==> src/rtl/core/chime_tone_and_light_averager_unit_assert.svh <==
// Assertion macros shared by the chime and light averager RTL.
`ifndef CHIME_TONE_AND_LIGHT_AVERAGER_UNIT_ASSERT_SVH
`define CHIME_TONE_AND_LIGHT_AVERAGER_UNIT_ASSERT_SVH

// Same-cycle implication, sampled on the rising clock, off during reset.
`define CTLA_ASSERT_IMP(lbl, ante, cons, msg) \
    lbl: assert property (@(posedge i_clk) disable iff (!i_rst_n) (ante) |-> (cons)) \
        else $error(msg);

// Next-cycle implication, sampled on the rising clock, off during reset.
`define CTLA_ASSERT_NEXT(lbl, ante, cons, msg) \
    lbl: assert property (@(posedge i_clk) disable iff (!i_rst_n) (ante) |=> (cons)) \
        else $error(msg);

`endif

==> src/rtl/core/ctla_pkg.sv <==
// Shared constants, types and helper functions of the chime and light averager.
package ctla_pkg;

    // Light window geometry.
    localparam int WINDOW      = 40;
    localparam int SAMPLE_BITS = 12;
    localparam int SLOT_W      = (WINDOW > 1) ? $clog2(WINDOW) : 1;
    localparam int FILL_W      = $clog2(WINDOW + 1);
    localparam int SUM_W       = SAMPLE_BITS + FILL_W;

    // Register and field widths.
    localparam int STEP_W   = 10;
    localparam int LEN_W    = 3;
    localparam int WORD_W   = 10;
    localparam int THR_W    = 12;
    localparam int COUNT_W  = 11;
    localparam int WIDX_W   = 2;
    localparam int DAC_W    = 10;
    localparam int PROD_W   = WORD_W + STEP_W;
    localparam int CFG_IDX_W  = 3;
    localparam int CFG_DATA_W = 12;
    localparam int CMP_W    = ((SUM_W > THR_W + FILL_W) ? SUM_W : THR_W + FILL_W) + 1;

    // Register indexes on the configuration port.
    localparam logic [CFG_IDX_W-1:0] CFG_TAPER_STEPS     = 3'd0;
    localparam logic [CFG_IDX_W-1:0] CFG_WAVE_LENGTH     = 3'd1;
    localparam logic [CFG_IDX_W-1:0] CFG_WAVE_WORD_A     = 3'd2;
    localparam logic [CFG_IDX_W-1:0] CFG_WAVE_WORD_B     = 3'd3;
    localparam logic [CFG_IDX_W-1:0] CFG_WAVE_WORD_C     = 3'd4;
    localparam logic [CFG_IDX_W-1:0] CFG_WAVE_WORD_D     = 3'd5;
    localparam logic [CFG_IDX_W-1:0] CFG_LIGHT_THRESHOLD = 3'd6;

    // Register reset values.
    localparam logic [STEP_W-1:0] RST_TAPER_STEPS     = 10'd900;
    localparam logic [LEN_W-1:0]  RST_WAVE_LENGTH     = 3'd4;
    localparam logic [WORD_W-1:0] RST_WAVE_WORD_A     = 10'd512;
    localparam logic [WORD_W-1:0] RST_WAVE_WORD_B     = 10'd1023;
    localparam logic [WORD_W-1:0] RST_WAVE_WORD_C     = 10'd0;
    localparam logic [WORD_W-1:0] RST_WAVE_WORD_D     = 10'd512;
    localparam logic [THR_W-1:0]  RST_LIGHT_THRESHOLD = 12'd1638;

    // Status of the shared divider as seen by the sequencer.
    typedef struct packed {
        logic busy;
        logic done;
    } t_div_status;

    // Wave table slot in use: index modulo the clamped table length.
    function automatic logic [WIDX_W-1:0] wave_slot(input logic [WIDX_W-1:0] index,
                                                    input logic [LEN_W-1:0]  length);
        logic [WIDX_W-1:0] slot;
        begin
            case (length)
                3'd0, 3'd1: slot = 2'd0;
                3'd2:       slot = {1'b0, index[0]};
                3'd3:       slot = (index == 2'd3) ? 2'd0 : index;
                default:    slot = index;
            endcase
            return slot;
        end
    endfunction

endpackage

==> src/rtl/core/ctla_in_if.sv <==
// Request channel carrying one tick of button level and light sample.
interface ctla_in_if;
    logic                            valid;
    logic                            ready;
    logic                            button;
    logic [ctla_pkg::SAMPLE_BITS-1:0] light_sample;

    modport source (output valid, output button, output light_sample, input ready);
    modport sink   (input valid, input button, input light_sample, output ready);
endinterface

==> src/rtl/core/ctla_out_if.sv <==
// Result channel carrying the converter sample, LED level and period choice.
interface ctla_out_if;
    logic                      valid;
    logic                      ready;
    logic                      dac_write;
    logic [ctla_pkg::DAC_W-1:0] dac_value;
    logic                      led_on;
    logic                      wait_select;

    modport source (output valid, output dac_write, output dac_value, output led_on,
                    output wait_select, input ready);
    modport sink   (input valid, input dac_write, input dac_value, input led_on,
                    input wait_select, output ready);
endinterface

==> src/rtl/core/ctla_ram.sv <==
// Generic single-write, single-read RAM with a registered read port.
module ctla_ram #(
    parameter int WIDTH = 8,
    parameter int DEPTH = 16
) (
    input  logic                                    i_clk,
    input  logic                                    i_we,
    input  logic [((DEPTH > 1) ? $clog2(DEPTH) : 1)-1:0] i_waddr,
    input  logic [WIDTH-1:0]                        i_wdata,
    input  logic                                    i_re,
    input  logic [((DEPTH > 1) ? $clog2(DEPTH) : 1)-1:0] i_raddr,
    output logic [WIDTH-1:0]                        o_rdata
);

    logic [WIDTH-1:0] r_mem [DEPTH];
    logic [WIDTH-1:0] r_rdata;

    // Write port and registered read port.
    always_ff @(posedge i_clk) begin
        if (i_we) begin
            r_mem[i_waddr] <= i_wdata;
        end
        if (i_re) begin
            r_rdata <= r_mem[i_raddr];
        end
    end

    assign o_rdata = r_rdata;

endmodule

==> src/rtl/core/ctla_taper_div.sv <==
// Bit-serial restoring divider that scales a wave word by the taper fraction.
module ctla_taper_div (
    input  logic                          i_clk,
    input  logic                          i_rst_n,
    input  logic                          i_start,
    input  logic [ctla_pkg::PROD_W-1:0]   i_dividend,
    input  logic [ctla_pkg::STEP_W-1:0]   i_divisor,
    output logic [ctla_pkg::DAC_W-1:0]    o_quotient,
    output ctla_pkg::t_div_status         o_status
);

    localparam int CNT_W = $clog2(ctla_pkg::DAC_W + 1);

    logic [ctla_pkg::STEP_W-1:0] r_rem;
    logic [ctla_pkg::DAC_W-1:0]  r_low;
    logic [ctla_pkg::STEP_W-1:0] r_div;
    logic [CNT_W-1:0]            r_cnt;
    logic                        r_busy;
    logic                        r_done;

    logic [ctla_pkg::STEP_W:0]   n_trial;
    logic [ctla_pkg::STEP_W:0]   n_diff;
    logic                        n_ge;

    // One quotient bit per cycle: shift in the next dividend bit and try a subtract.
    // The quotient is known to fit in DAC_W bits, so the upper half starts below the divisor.
    always_comb begin
        n_trial = {r_rem, r_low[ctla_pkg::DAC_W-1]};
        n_diff  = n_trial - {1'b0, r_div};
        n_ge    = (n_trial >= {1'b0, r_div});
    end

    // Control: busy while the quotient bits are formed, then a one-cycle done pulse.
    always_ff @(posedge i_clk) begin
        if (!i_rst_n) begin
            r_busy <= 1'b0;
            r_done <= 1'b0;
            r_cnt  <= '0;
        end else begin
            r_done <= 1'b0;
            if (i_start) begin
                r_busy <= 1'b1;
                r_cnt  <= '0;
            end else if (r_busy) begin
                if (r_cnt == CNT_W'(ctla_pkg::DAC_W - 1)) begin
                    r_busy <= 1'b0;
                    r_done <= 1'b1;
                end
                r_cnt <= r_cnt + 1'b1;
            end
        end
    end

    // Datapath: partial remainder and quotient shift register.
    always_ff @(posedge i_clk) begin
        if (i_start) begin
            r_rem <= i_dividend[ctla_pkg::PROD_W-1:ctla_pkg::DAC_W];
            r_low <= i_dividend[ctla_pkg::DAC_W-1:0];
            r_div <= i_divisor;
        end else if (r_busy) begin
            r_rem <= n_ge ? n_diff[ctla_pkg::STEP_W-1:0] : n_trial[ctla_pkg::STEP_W-1:0];
            r_low <= {r_low[ctla_pkg::DAC_W-2:0], n_ge};
        end
    end

    assign o_quotient    = r_low;
    assign o_status.busy = r_busy;
    assign o_status.done = r_done;

endmodule

==> src/rtl/core/chime_tone_and_light_averager_unit.sv <==
// Doorbell chime tone generator and ambient light window averager, top level.
// A tick whose tone sample needs the taper divide runs through the tone, divide, light and
// done states after the request is accepted; any other tick skips the divide state.
// A new request is taken only once the previous one has left the done state.
// A finished result waits in the output register; the next request is taken meanwhile.
// Reset (synchronous, active low) restores register defaults and clears the tone and
// window state; the window memory needs no clearing, the fill count masks stale entries.
`include "chime_tone_and_light_averager_unit_assert.svh"

module chime_tone_and_light_averager_unit (
    input  logic                                i_clk,
    input  logic                                i_rst_n,
    input  logic                                i_cfg_we,
    input  logic [ctla_pkg::CFG_IDX_W-1:0]      i_cfg_index,
    input  logic [ctla_pkg::CFG_DATA_W-1:0]     i_cfg_data,
    ctla_in_if.sink                             i_item,
    ctla_out_if.source                          o_result
);

    localparam logic [2:0] S_IDLE  = 3'd0;
    localparam logic [2:0] S_TONE  = 3'd1;
    localparam logic [2:0] S_DIV   = 3'd2;
    localparam logic [2:0] S_LIGHT = 3'd3;
    localparam logic [2:0] S_DONE  = 3'd4;

    // Configuration registers.
    logic [ctla_pkg::STEP_W-1:0] r_taper_steps;
    logic [ctla_pkg::LEN_W-1:0]  r_wave_length;
    logic [ctla_pkg::WORD_W-1:0] r_wave_word [4];
    logic [ctla_pkg::THR_W-1:0]  r_light_threshold;

    // Tone and window state.
    logic [2:0]                       r_state;
    logic                             r_button_seen;
    logic                             r_tone_one;
    logic                             r_tone_two;
    logic [ctla_pkg::COUNT_W-1:0]     r_taper_count;
    logic [ctla_pkg::WIDX_W-1:0]      r_wave_index;
    logic                             r_period_choice;
    logic [ctla_pkg::SLOT_W-1:0]      r_history_slot;
    logic [ctla_pkg::FILL_W-1:0]      r_fill_count;
    logic [ctla_pkg::SUM_W-1:0]       r_window_sum;
    logic                             r_led_level;
    logic [ctla_pkg::SAMPLE_BITS-1:0] r_sample;
    logic                             r_dac_write;
    logic [ctla_pkg::DAC_W-1:0]       r_dac_value;

    // Output register.
    logic                        r_out_valid;
    logic                        r_out_dac_write;
    logic [ctla_pkg::DAC_W-1:0]  r_out_dac_value;
    logic                        r_out_led_on;
    logic                        r_out_wait_select;

    logic                             in_take;
    logic                             tone_on;
    logic [ctla_pkg::WIDX_W-1:0]      n_slot;
    logic [ctla_pkg::WORD_W-1:0]      n_word;
    logic [ctla_pkg::COUNT_W-1:0]     n_count;
    logic                             n_scale_ok;
    logic [ctla_pkg::PROD_W-1:0]      n_product;
    logic                             div_start;
    logic [ctla_pkg::DAC_W-1:0]       div_quotient;
    ctla_pkg::t_div_status            div_status;
    logic                             ram_we;
    logic                             ram_re;
    logic [ctla_pkg::SAMPLE_BITS-1:0] ram_rdata;
    logic [ctla_pkg::SAMPLE_BITS-1:0] n_old;
    logic [ctla_pkg::SUM_W-1:0]       n_sum;
    logic [ctla_pkg::FILL_W-1:0]      n_fill;
    logic [ctla_pkg::SLOT_W-1:0]      n_next_slot;
    logic [ctla_pkg::CMP_W-1:0]       n_limit;
    logic                             out_free;

    assign in_take  = i_item.valid && i_item.ready;
    assign tone_on  = r_tone_one || r_tone_two;
    assign out_free = !r_out_valid || o_result.ready;

    // Tone sample setup: table slot, stepped taper count and the product to divide.
    always_comb begin
        n_slot     = ctla_pkg::wave_slot(r_wave_index, r_wave_length);
        n_word     = r_wave_word[n_slot];
        n_count    = r_taper_count + 1'b1;
        n_scale_ok = (r_taper_steps != '0) &&
                     (r_taper_count < ctla_pkg::COUNT_W'(r_taper_steps));
        n_product  = ctla_pkg::PROD_W'(n_word) *
                     ctla_pkg::PROD_W'(r_taper_steps - r_taper_count[ctla_pkg::STEP_W-1:0]);
        div_start  = (r_state == S_TONE) && tone_on && n_scale_ok;
    end

    // Window update: the sample replaces the oldest one; unfilled slots count as zero.
    always_comb begin
        n_old       = (r_fill_count < ctla_pkg::FILL_W'(ctla_pkg::WINDOW)) ? '0 : ram_rdata;
        n_sum       = r_window_sum + ctla_pkg::SUM_W'(r_sample) - ctla_pkg::SUM_W'(n_old);
        n_fill      = (r_fill_count < ctla_pkg::FILL_W'(ctla_pkg::WINDOW)) ?
                      r_fill_count + 1'b1 : r_fill_count;
        n_next_slot = (r_history_slot == ctla_pkg::SLOT_W'(ctla_pkg::WINDOW - 1)) ?
                      '0 : r_history_slot + 1'b1;
        n_limit     = ctla_pkg::CMP_W'(r_light_threshold) * ctla_pkg::CMP_W'(ctla_pkg::WINDOW);
        ram_re      = (r_state == S_TONE);
        ram_we      = (r_state == S_LIGHT) && !tone_on;
    end

    // Configuration write decoder.
    always_ff @(posedge i_clk) begin
        if (!i_rst_n) begin
            r_taper_steps     <= ctla_pkg::RST_TAPER_STEPS;
            r_wave_length     <= ctla_pkg::RST_WAVE_LENGTH;
            r_wave_word[0]    <= ctla_pkg::RST_WAVE_WORD_A;
            r_wave_word[1]    <= ctla_pkg::RST_WAVE_WORD_B;
            r_wave_word[2]    <= ctla_pkg::RST_WAVE_WORD_C;
            r_wave_word[3]    <= ctla_pkg::RST_WAVE_WORD_D;
            r_light_threshold <= ctla_pkg::RST_LIGHT_THRESHOLD;
        end else if (i_cfg_we) begin
            unique case (i_cfg_index)
                ctla_pkg::CFG_TAPER_STEPS: begin
                    r_taper_steps <= i_cfg_data[ctla_pkg::STEP_W-1:0];
                end
                ctla_pkg::CFG_WAVE_LENGTH: begin
                    r_wave_length <= i_cfg_data[ctla_pkg::LEN_W-1:0];
                end
                ctla_pkg::CFG_WAVE_WORD_A: begin
                    r_wave_word[0] <= i_cfg_data[ctla_pkg::WORD_W-1:0];
                end
                ctla_pkg::CFG_WAVE_WORD_B: begin
                    r_wave_word[1] <= i_cfg_data[ctla_pkg::WORD_W-1:0];
                end
                ctla_pkg::CFG_WAVE_WORD_C: begin
                    r_wave_word[2] <= i_cfg_data[ctla_pkg::WORD_W-1:0];
                end
                ctla_pkg::CFG_WAVE_WORD_D: begin
                    r_wave_word[3] <= i_cfg_data[ctla_pkg::WORD_W-1:0];
                end
                ctla_pkg::CFG_LIGHT_THRESHOLD: begin
                    r_light_threshold <= i_cfg_data[ctla_pkg::THR_W-1:0];
                end
                default: begin
                end
            endcase
        end
    end

    // Sequencer: edge detect, tone step, serial divide, window update, hand-off.
    always_ff @(posedge i_clk) begin
        if (!i_rst_n) begin
            r_state         <= S_IDLE;
            r_button_seen   <= 1'b0;
            r_tone_one      <= 1'b0;
            r_tone_two      <= 1'b0;
            r_taper_count   <= '0;
            r_wave_index    <= '0;
            r_period_choice <= 1'b0;
            r_history_slot  <= '0;
            r_fill_count    <= '0;
            r_window_sum    <= '0;
            r_led_level     <= 1'b0;
        end else begin
            unique case (r_state)
                S_IDLE: begin
                    if (in_take) begin
                        // A press starts tone one, a release starts tone two.
                        if (i_item.button) begin
                            if (!r_button_seen) begin
                                if (!r_tone_one) begin
                                    r_taper_count <= '0;
                                end
                                r_button_seen <= 1'b1;
                                r_tone_one    <= 1'b1;
                                r_tone_two    <= 1'b0;
                            end
                        end else if (r_button_seen) begin
                            if (!r_tone_two) begin
                                r_taper_count <= '0;
                            end
                            r_button_seen <= 1'b0;
                            r_tone_one    <= 1'b0;
                            r_tone_two    <= 1'b1;
                        end
                        r_state <= S_TONE;
                    end
                end
                S_TONE: begin
                    if (tone_on) begin
                        r_period_choice <= !r_tone_one;
                        r_wave_index    <= n_slot + 1'b1;
                        r_taper_count   <= n_count;
                        // The tone ends once the stepped count passes the taper length.
                        if (n_count > ctla_pkg::COUNT_W'(r_taper_steps)) begin
                            if (r_tone_one) begin
                                r_tone_one <= 1'b0;
                            end else begin
                                r_tone_two <= 1'b0;
                            end
                        end
                        r_state <= n_scale_ok ? S_DIV : S_LIGHT;
                    end else begin
                        r_state <= S_LIGHT;
                    end
                end
                S_DIV: begin
                    if (div_status.done) begin
                        r_state <= S_LIGHT;
                    end
                end
                S_LIGHT: begin
                    if (!tone_on) begin
                        r_window_sum   <= n_sum;
                        r_fill_count   <= n_fill;
                        r_history_slot <= n_next_slot;
                        if (n_fill == ctla_pkg::FILL_W'(ctla_pkg::WINDOW)) begin
                            r_led_level <= (ctla_pkg::CMP_W'(n_sum) >= n_limit);
                        end
                    end
                    r_state <= S_DONE;
                end
                S_DONE: begin
                    if (out_free) begin
                        r_state <= S_IDLE;
                    end
                end
                default: begin
                    r_state <= S_IDLE;
                end
            endcase
        end
    end

    // Result valid flag: set when a result is handed off, cleared once it is taken.
    always_ff @(posedge i_clk) begin
        if (!i_rst_n) begin
            r_out_valid <= 1'b0;
        end else if ((r_state == S_DONE) && out_free) begin
            r_out_valid <= 1'b1;
        end else if (o_result.ready) begin
            r_out_valid <= 1'b0;
        end
    end

    // Per-item payload registers.
    always_ff @(posedge i_clk) begin
        if (in_take) begin
            r_sample <= i_item.light_sample;
        end
        if (r_state == S_TONE) begin
            r_dac_write <= tone_on;
            r_dac_value <= '0;
        end else if ((r_state == S_DIV) && div_status.done) begin
            r_dac_value <= div_quotient;
        end
        if ((r_state == S_DONE) && out_free) begin
            r_out_dac_write   <= r_dac_write;
            r_out_dac_value   <= r_dac_value;
            r_out_led_on      <= r_led_level;
            r_out_wait_select <= r_period_choice;
        end
    end

    // Shared serial divider for the taper scaling.
    ctla_taper_div u_div (
        .i_clk      (i_clk),
        .i_rst_n    (i_rst_n),
        .i_start    (div_start),
        .i_dividend (n_product),
        .i_divisor  (r_taper_steps),
        .o_quotient (div_quotient),
        .o_status   (div_status)
    );

    // Light sample history ring.
    ctla_ram #(
        .WIDTH (ctla_pkg::SAMPLE_BITS),
        .DEPTH (ctla_pkg::WINDOW)
    ) u_history (
        .i_clk   (i_clk),
        .i_we    (ram_we),
        .i_waddr (r_history_slot),
        .i_wdata (r_sample),
        .i_re    (ram_re),
        .i_raddr (r_history_slot),
        .o_rdata (ram_rdata)
    );

    assign i_item.ready          = (r_state == S_IDLE);
    assign o_result.valid        = r_out_valid;
    assign o_result.dac_write    = r_out_dac_write;
    assign o_result.dac_value    = r_out_dac_value;
    assign o_result.led_on       = r_out_led_on;
    assign o_result.wait_select  = r_out_wait_select;

    // Checks on the sequencer and datapath.
    `CTLA_ASSERT_IMP(a_fill_bounded, 1'b1, r_fill_count <= ctla_pkg::FILL_W'(ctla_pkg::WINDOW), "fill count above window")
    `CTLA_ASSERT_IMP(a_quiet_dac, o_result.valid && !o_result.dac_write, o_result.dac_value == '0, "dac value without write")
    `CTLA_ASSERT_NEXT(a_busy_after_take, in_take, !i_item.ready, "request taken while busy")
    `CTLA_ASSERT_IMP(a_div_in_seq, div_status.busy, r_state == S_DIV, "divider running outside divide state")

endmodule
==> src/flat_wrapper.sv <==
// flat-port wrapper written by rule: the top's interface ports become plain ports
module chime_tone_and_light_averager_unit_flat 
  (i_clk, i_rst_n, i_cfg_we, i_cfg_index, i_cfg_data, i_item_valid, i_item_button, i_item_light_sample, i_item_ready, o_result_valid, o_result_dac_write, o_result_dac_value, o_result_led_on, o_result_wait_select, o_result_ready);
  ctla_in_if i_item_i ();
  ctla_out_if o_result_i ();
  input  logic i_clk;
  input  logic i_rst_n;
  input  logic i_cfg_we;
  input  logic [ctla_pkg::CFG_IDX_W-1:0] i_cfg_index;
  input  logic [ctla_pkg::CFG_DATA_W-1:0] i_cfg_data;
  input wire logic [$bits(i_item_i.valid)-1:0] i_item_valid;
  input wire logic [$bits(i_item_i.button)-1:0] i_item_button;
  input wire logic [$bits(i_item_i.light_sample)-1:0] i_item_light_sample;
  output wire logic [$bits(i_item_i.ready)-1:0] i_item_ready;
  output wire logic [$bits(o_result_i.valid)-1:0] o_result_valid;
  output wire logic [$bits(o_result_i.dac_write)-1:0] o_result_dac_write;
  output wire logic [$bits(o_result_i.dac_value)-1:0] o_result_dac_value;
  output wire logic [$bits(o_result_i.led_on)-1:0] o_result_led_on;
  output wire logic [$bits(o_result_i.wait_select)-1:0] o_result_wait_select;
  input wire logic [$bits(o_result_i.ready)-1:0] o_result_ready;
  assign i_item_i.valid = i_item_valid;
  assign i_item_i.button = i_item_button;
  assign i_item_i.light_sample = i_item_light_sample;
  assign i_item_ready = i_item_i.ready;
  assign o_result_valid = o_result_i.valid;
  assign o_result_dac_write = o_result_i.dac_write;
  assign o_result_dac_value = o_result_i.dac_value;
  assign o_result_led_on = o_result_i.led_on;
  assign o_result_wait_select = o_result_i.wait_select;
  assign o_result_i.ready = o_result_ready;
  chime_tone_and_light_averager_unit u_core (.i_clk(i_clk), .i_rst_n(i_rst_n), .i_cfg_we(i_cfg_we), .i_cfg_index(i_cfg_index), .i_cfg_data(i_cfg_data), .i_item(i_item_i), .o_result(o_result_i));
endmodule
==> config.mk <==
export PLATFORM = sky130hd
export DESIGN_NAME = chime_tone_and_light_averager_unit_flat
export DESIGN_NICKNAME = d
export VERILOG_FILES = /design/src/rtl/core/ctla_pkg.sv /design/src/rtl/core/ctla_in_if.sv /design/src/rtl/core/ctla_out_if.sv /design/src/rtl/core/ctla_ram.sv /design/src/rtl/core/ctla_taper_div.sv /design/src/rtl/core/chime_tone_and_light_averager_unit.sv /design/src/flat_wrapper.sv
export VERILOG_INCLUDE_DIRS = /design/src /design/src/rtl/core
export SDC_FILE = /design/constraint.sdc
export NUM_CORES = 1
export LEC_CHECK = 0
export BUFFER_PORTS_ARGS = -buffer_cell sky130_fd_sc_hd__buf_2
export CAP_MARGIN = 20
export CORE_MARGIN = 10
export CORE_UTILIZATION = 60
export DETAILED_ROUTE_END_ITERATION = 8
export GPL_ROUTABILITY_DRIVEN = 1
export PLACE_DENSITY = 0.85
export SLEW_MARGIN = 20
export SYNTH_ARGS = -nofsm -noshare
export SYNTH_HDL_FRONTEND = slang
export SYNTH_SLANG_ARGS = --single-unit
==> constraint.sdc <==
create_clock -name i_clk -period 18.56 [get_ports i_clk]
set_clock_uncertainty 0.2 [all_clocks]
set_input_delay 5.568 -clock i_clk [delete_from_list [all_inputs] [get_ports i_clk]]
set_output_delay 5.568 -clock i_clk [all_outputs]
set_load 0.01 [all_outputs]
; After elaboration in Yosys (flattened, before gate mapping)
; Memory sizes are Yosys's and may differ from the RTL's. A register that Yosys moved wholly into a read port is not among the register bits.
; Index checks and enable logic that the tools add are counted.
[totals]
output_inout_bits = 15
in_bits = 33
mem_bits_rw = 520
reg_bits = 149
n_memories = 2
[classes]
addsub = 9
n_reduce_logical = 33
bitwise = 7
muxes = 69
n_eq_ne = 27
magnitude_cmp = 5
multipliers = 2
[memory_table]
columns = name, words, width, read_ports, rd_clocked_by_memory_dff, wr, line_no
row1 = u_core.u_history.r_mem, 40, 12, 1, 1, 1, ctla_ram.sv:15  ; logic [WIDTH-1:0] r_mem [DEPTH];
row2 = u_core.r_wave_word, 4, 10, 1, 0, 4, chime_tone_and_light_averager_unit.sv:29  ; logic [ctla_pkg::WORD_W-1:0] r_wave_word [4];
[ops]
columns = operator, n
row1 = two-way mux 10 bit, 9
row2 = two-way mux 11 bit, 7
row3 = two-way mux 1 bit, 40
row4 = one-hot mux 11 bit (2 select lines), 1
row5 = multiplier 10 x 20 -> 20 bit, 1
row6 = adder 18 x 12 -> 18 bit, 1
row7 = "== test 3 x 2 -> 1 bit, second input constant", 6
row8 = >= comparator 18 bit, 1
row9 = subtractor 18 x 12 -> 18 bit, 1
row10 = "multiplier 12 x 3 -> 15 bit, second input constant", 1
row11 = one-hot mux 3 bit (5 select lines), 1
row12 = AND reduction 7 bit, 2
row13 = "adder 6 x 1 -> 6 bit, second input constant", 2
row14 = "== test 3 bit, second input constant", 4
row15 = "== test 6 bit, second input constant", 2
row16 = two-way mux 12 bit, 1
row17 = two-way mux 3 bit, 4
row18 = two-way mux 6 bit, 2
row19 = "!= test 3 bit, second input constant", 4
row20 = AND reduction 2 bit, 6
row21 = "adder 11 x 1 -> 11 bit, second input constant", 1
row22 = >= comparator 11 x 10 -> 1 bit, 1
row23 = greater-than comparator 11 x 10 -> 1 bit, 1
row24 = < comparator 11 x 10 -> 1 bit, 1
row25 = other kinds (25), 52

; Longest topological paths before layout
[logic_depth]
ltp_word = 6
mapped_depth = 32
depth_no_buf = 31

; Modules after synthesis
; From an unflattened synthesis, not the netlist that was laid out.
[hier_totals]
cells_unflattened = 2644
area_unflattened_um2 = 34358.0
[by_module_without_submodules]
columns = mod, n_inst, seq_area_each_um2, area_per_inst_um2, cells_per_inst
row1 = ctla_ram, 1, 14774.2, 19386.1, 1005
row2 = chime_tone_and_light_averager_unit, 1, 3723.6, 12988.7, 1464
row3 = ctla_taper_div, 1, 1021.0, 1983.2, 175

; Least setup slack after synthesis
; Ideal clock, no wire load.
[synth_timing]
kind = reg-to-reg
startpoint = reg u_core.r_taper_count[1] (netlist name)
endpoint = reg u_core.u_div.r_rem[9] (netlist name) (data pin)
path_stages_with_launch = 33
slack_ps = 10999
t_required_ps = 18100
arrival_time_ps = 7101
setup_time_ps = 260
n_path_buf = 1
path_cell_list = dfxtp_1 > inv_1 > ha_1 > nor2b_1 > o21ai_0 > a21boi_0 > o21ai_0 > a21boi_0 > o21a_1 > or2_2 > clkbuf_1 > xor2_1 > nand2_1 > fa_1 > inv_1 > fa_1 > inv_1 > fa_1 > inv_1 > fa_1 > inv_1 > fa_1 > inv_1 > ha_1 > nand4_1 > o22ai_1 > nor3_1 > o21bai_1 > nor2b_1 > o41ai_1 > o21ai_0 > xnor2_1 > mux2_4
[synth_between]
elab_chain_len = 4
word_cells_on_any_way = 6
cone_classes = 1 x add/sub / 1 x mul / 1 x order compare / 1 x mux / 2 x reduce/logical
[synth_rtl]
columns = element, line_no
row1 = "start, declared", chime_tone_and_light_averager_unit.sv:37  ; logic [ctla_pkg::COUNT_W-1:0] r_taper_count;
row2 = "start signal, assigned", chime_tone_and_light_averager_unit.sv:186  ; r_taper_count <= n_count;
row3 = "parallel branches: the longest is 3 deep, another holds multiplier 10 x 20 -> 20 bit", --
row4 = two-way mux 10 bit (*), ctla_taper_div.sv:56  ; if (i_start) begin
row5 = "end signal, assigned", ctla_taper_div.sv:57  ; r_rem <= i_dividend[ctla_pkg::PROD_W-1:ctla_pkg::DAC_W];
row6 = "end signal, assigned", ctla_taper_div.sv:61  ; r_rem <= n_ge ? n_diff[ctla_pkg::STEP_W-1:0] : n_trial[ctla_pkg::STEP_W-1:0];
row7 = "end, declared", ctla_taper_div.sv:14  ; logic [ctla_pkg::STEP_W-1:0] r_rem;
; Every way passes the cells marked *.
; A chain may end at the register's enable or synchronous reset.

; Final worst setup path
[layout_timing]
startpoint = reg u_core.r_taper_count[0] (netlist name)
endpoint = reg u_core.u_div.r_rem[9] (netlist name) (data pin)
; Same word-level chain as after synthesis.

==> summary.txt <==
Outcome: finished clean
Worst setup EP type: register
Number of enable flip-flop cells after synthesis: 588
Class of the worst hold path: reg2reg
Fraction of registers with async set/reset: 0%
Post-CTS Setup Repair Bufs: 0
GR Overflow Total: 0
GRT Total Usage: 26.0%
LEAKAGE: 13.1 nW
Layout cells sized above 1: 10.2%
Cell accounting for the most synthesized area: edfxtp_1
DPL Wire Length: 52.1 mm
Primary FF master, synth: edfxtp_1
Core box area: 54100 um2
Final instance area: 36500 um2
First-pass GRT wire length: 129 mm
Post-synthesis instance total: 2589
Setup repair after global routing missed its margin: false
Clk_lat worst skew: 620 ps
CTS tree: yes
Peak VDD IR: 0.152 mV
Rel. slew slack: 27.2%
Distinct cell type count after synthesis: 78
H-Tree Level Count: 3
Largest net degree at the start of global routing: 63
I/O pin count: 48
Placed cell area: 34100 um2
Yosys top cell area share: 53.5%
Layout Nets: 2926
Most frequent cells in the layout: 588 x edfxtp_1, 227 x inv_1, 191 x nand2_1
Pre-CTS setup slack: 10390 ps
Residual DRC: 0
Hold_buf cts: 0
1st-iter DRT viols: 2712
Post-CTS sizing: 0
Seq/Total Area, Yosys: 59.2%
Total Power: 4.21 mW
Largest stage delay on the critical path: 560 ps
Fin crit share: 44.4%
Crit Path Class: reg2reg
Site row count: 85
Max-Cap Viols: 0
Utilization after layout: 67.3%
Antenna violations before repair: 2
Drt first pass iters: 9
Avg Cell Area, Syn: 12.7 um2
Vert. Die Dim: 254 um
DRT antenna net count: 0
Port Buffers: 47
Inserted Clock Buffers: 69
Slew at the pin closest to its max-slew limit: 1090 ps
Max Slew Vio Count: 0
Buffer depth of the longest clock path: 3
Setup-failing EPs final: 0
Fmax: 121 MHz
CP Launch Type: register
WP data required: 18720 ps
Minimum clock period: 8250 ps
Die ar.: 64700 um2
Clk pin slew, worst setup/hold paths: 60 ps
Chip width: 254 um
Fin worst setup slack: 10310 ps
Crit path top cell by count: fa_1
Most common cell after layout, fill and taps aside: edfxtp_1
Slowest stage cell, crit path: a2111oi_0
Starting density of the core: 60.9%
Avg WL per Cell: 24.7 um
Setup TNS: 0 ps
Final hold vios: 0
Vias in the first global route: 22900
P&R area growth vs syn: 10.6%
Clk sinks: 681
FF+latch count, synth: 681
Arr. time, crit path: 8400 ps
Root buffer selected by CTS: clkbuf_16
Via density: 6.56
Vias: 22300
Post-synthesis cell area: 33000 um2
Synth warn: 0
Syn Nets: 2863
Top cells by area, synth: edfxtp_1 54%, fa_1 6.6%, dfxtp_1 5.6%
Max Fanout on Critical Path: 7
Drt total wl: 84.1 mm
Gp weighted congestion: 0.925
P per Cell Area: 116 nW/um2
==> area by class of cell <==
cell class,instances,area [um2]
Antenna cell,1,2.50
Tap cell,696,871
Timing Repair Buffer,111,716
Fill cell,3491,17700
Sequential cell,681,19500
Clock buffer,90,1870
Inverter,228,856
Multi-Input combinational cell,1561,12200
Clock inverter,35,434
==> flip-flops by register name (all words and copies together), names as in the netlist, 11 cells and up <==
signal	count
u_core.r_window_sum	18
u_core.r_light_threshold	12
u_core.r_sample	12
u_core.u_history.o_rdata	12
u_core.u_history.r_mem	480
u_core.r_taper_count	11
u_core.r_wave_word	40
==> worst max-delay path: cells and delay by family (launching register included) <==
| family | cells | cell delay [ps] |
|---|---|---|
| AOI/OAI and AO/OA | 8 | 1980 |
| xor gates and xnor gates | 2 | 450 |
| adders and majority gates | 8 | 3560 |
| buffers and inverters | 4 | 220 |
| DFF | 1 | 420 |
| muxes | 1 | 250 |
| and+or+nand+nor | 5 | 910 |
==> power by group <==
group          total (mW)  switching (mW)  internal (mW)
sequential           1.73          0.0174           1.72
combinational        1.06           0.651          0.413
clock                1.42           0.595          0.820
==> kinds of logic after synthesis <==
logic type	count (synthesis)	synth area share [%]
XOR/XNOR	85	2.32
multiplexers	33	1.25
adder cells (fa/ha/maj)	241	11.6
flip-flops	681	59.2
AO/OA/AOI/OAI	546	11.7
AND/OR/NAND/NOR	656	9.76
buffers and inverters	347	4.10
==> metrics by stage <==
| stage | instances | hold WS [ps] |
|---|---|---|
| 6_report | 3403 | 225 |
| 5_1_grt | 3403 | 246 |
| 4_1_cts | 3402 | 231 |
| 3_5_place_dp | 3277 | 218 |
| 3_3_place_gp | 3276 | 205 |
| 2_1_floorplan | 2589 | 200 |
==> layer usage <==
layer | wire length [um] | part of all wire [%] | global-route usage [%] | vias to the layer above
met1 | 29200 | 35 | 30.3 | 10900
met4 | 4730 | 5.6 | 15.3 | 2
met2 | 41900 | 50 | 44.2 | 1470
li1 | - | - | - | 9644
met5 | 13 | 0.015 | 0 | -
met3 | 8290 | 9.9 | 5.44 | 341
==> path summary, 6_finish.rpt <==
check	from	to	slack [ps]	depth (start not counted)
min reg2reg	u_core.r_dac_write$_DFFE_PP_	u_core.o_result.dac_write$_DFFE_PP_	230	0
max reg2reg	u_core.r_taper_count[0]$_SDFFE_PN0P_	u_core.u_div.r_rem[9]$_DFFE_PP_	10310	28
max	u_core.r_taper_count[0]$_SDFFE_PN0P_	u_core.u_div.r_rem[9]$_DFFE_PP_	10310	28
min	u_core.r_dac_write$_DFFE_PP_	u_core.o_result.dac_write$_DFFE_PP_	230	0
==> synth_stat cells, types with 54 or more instances <==
master and number:
o21ai_0 60, clkbuf_1 103, ha_1 132, dfxtp_1 93, a21oi_1 98, nand4_1 59, edfxtp_1 588, inv_1 227
nor2_1 164, a22oi_1 179, fa_1 109, xnor2_1 54, nand2_1 191
Note: power is estimated with default switching activity, not from simulation.
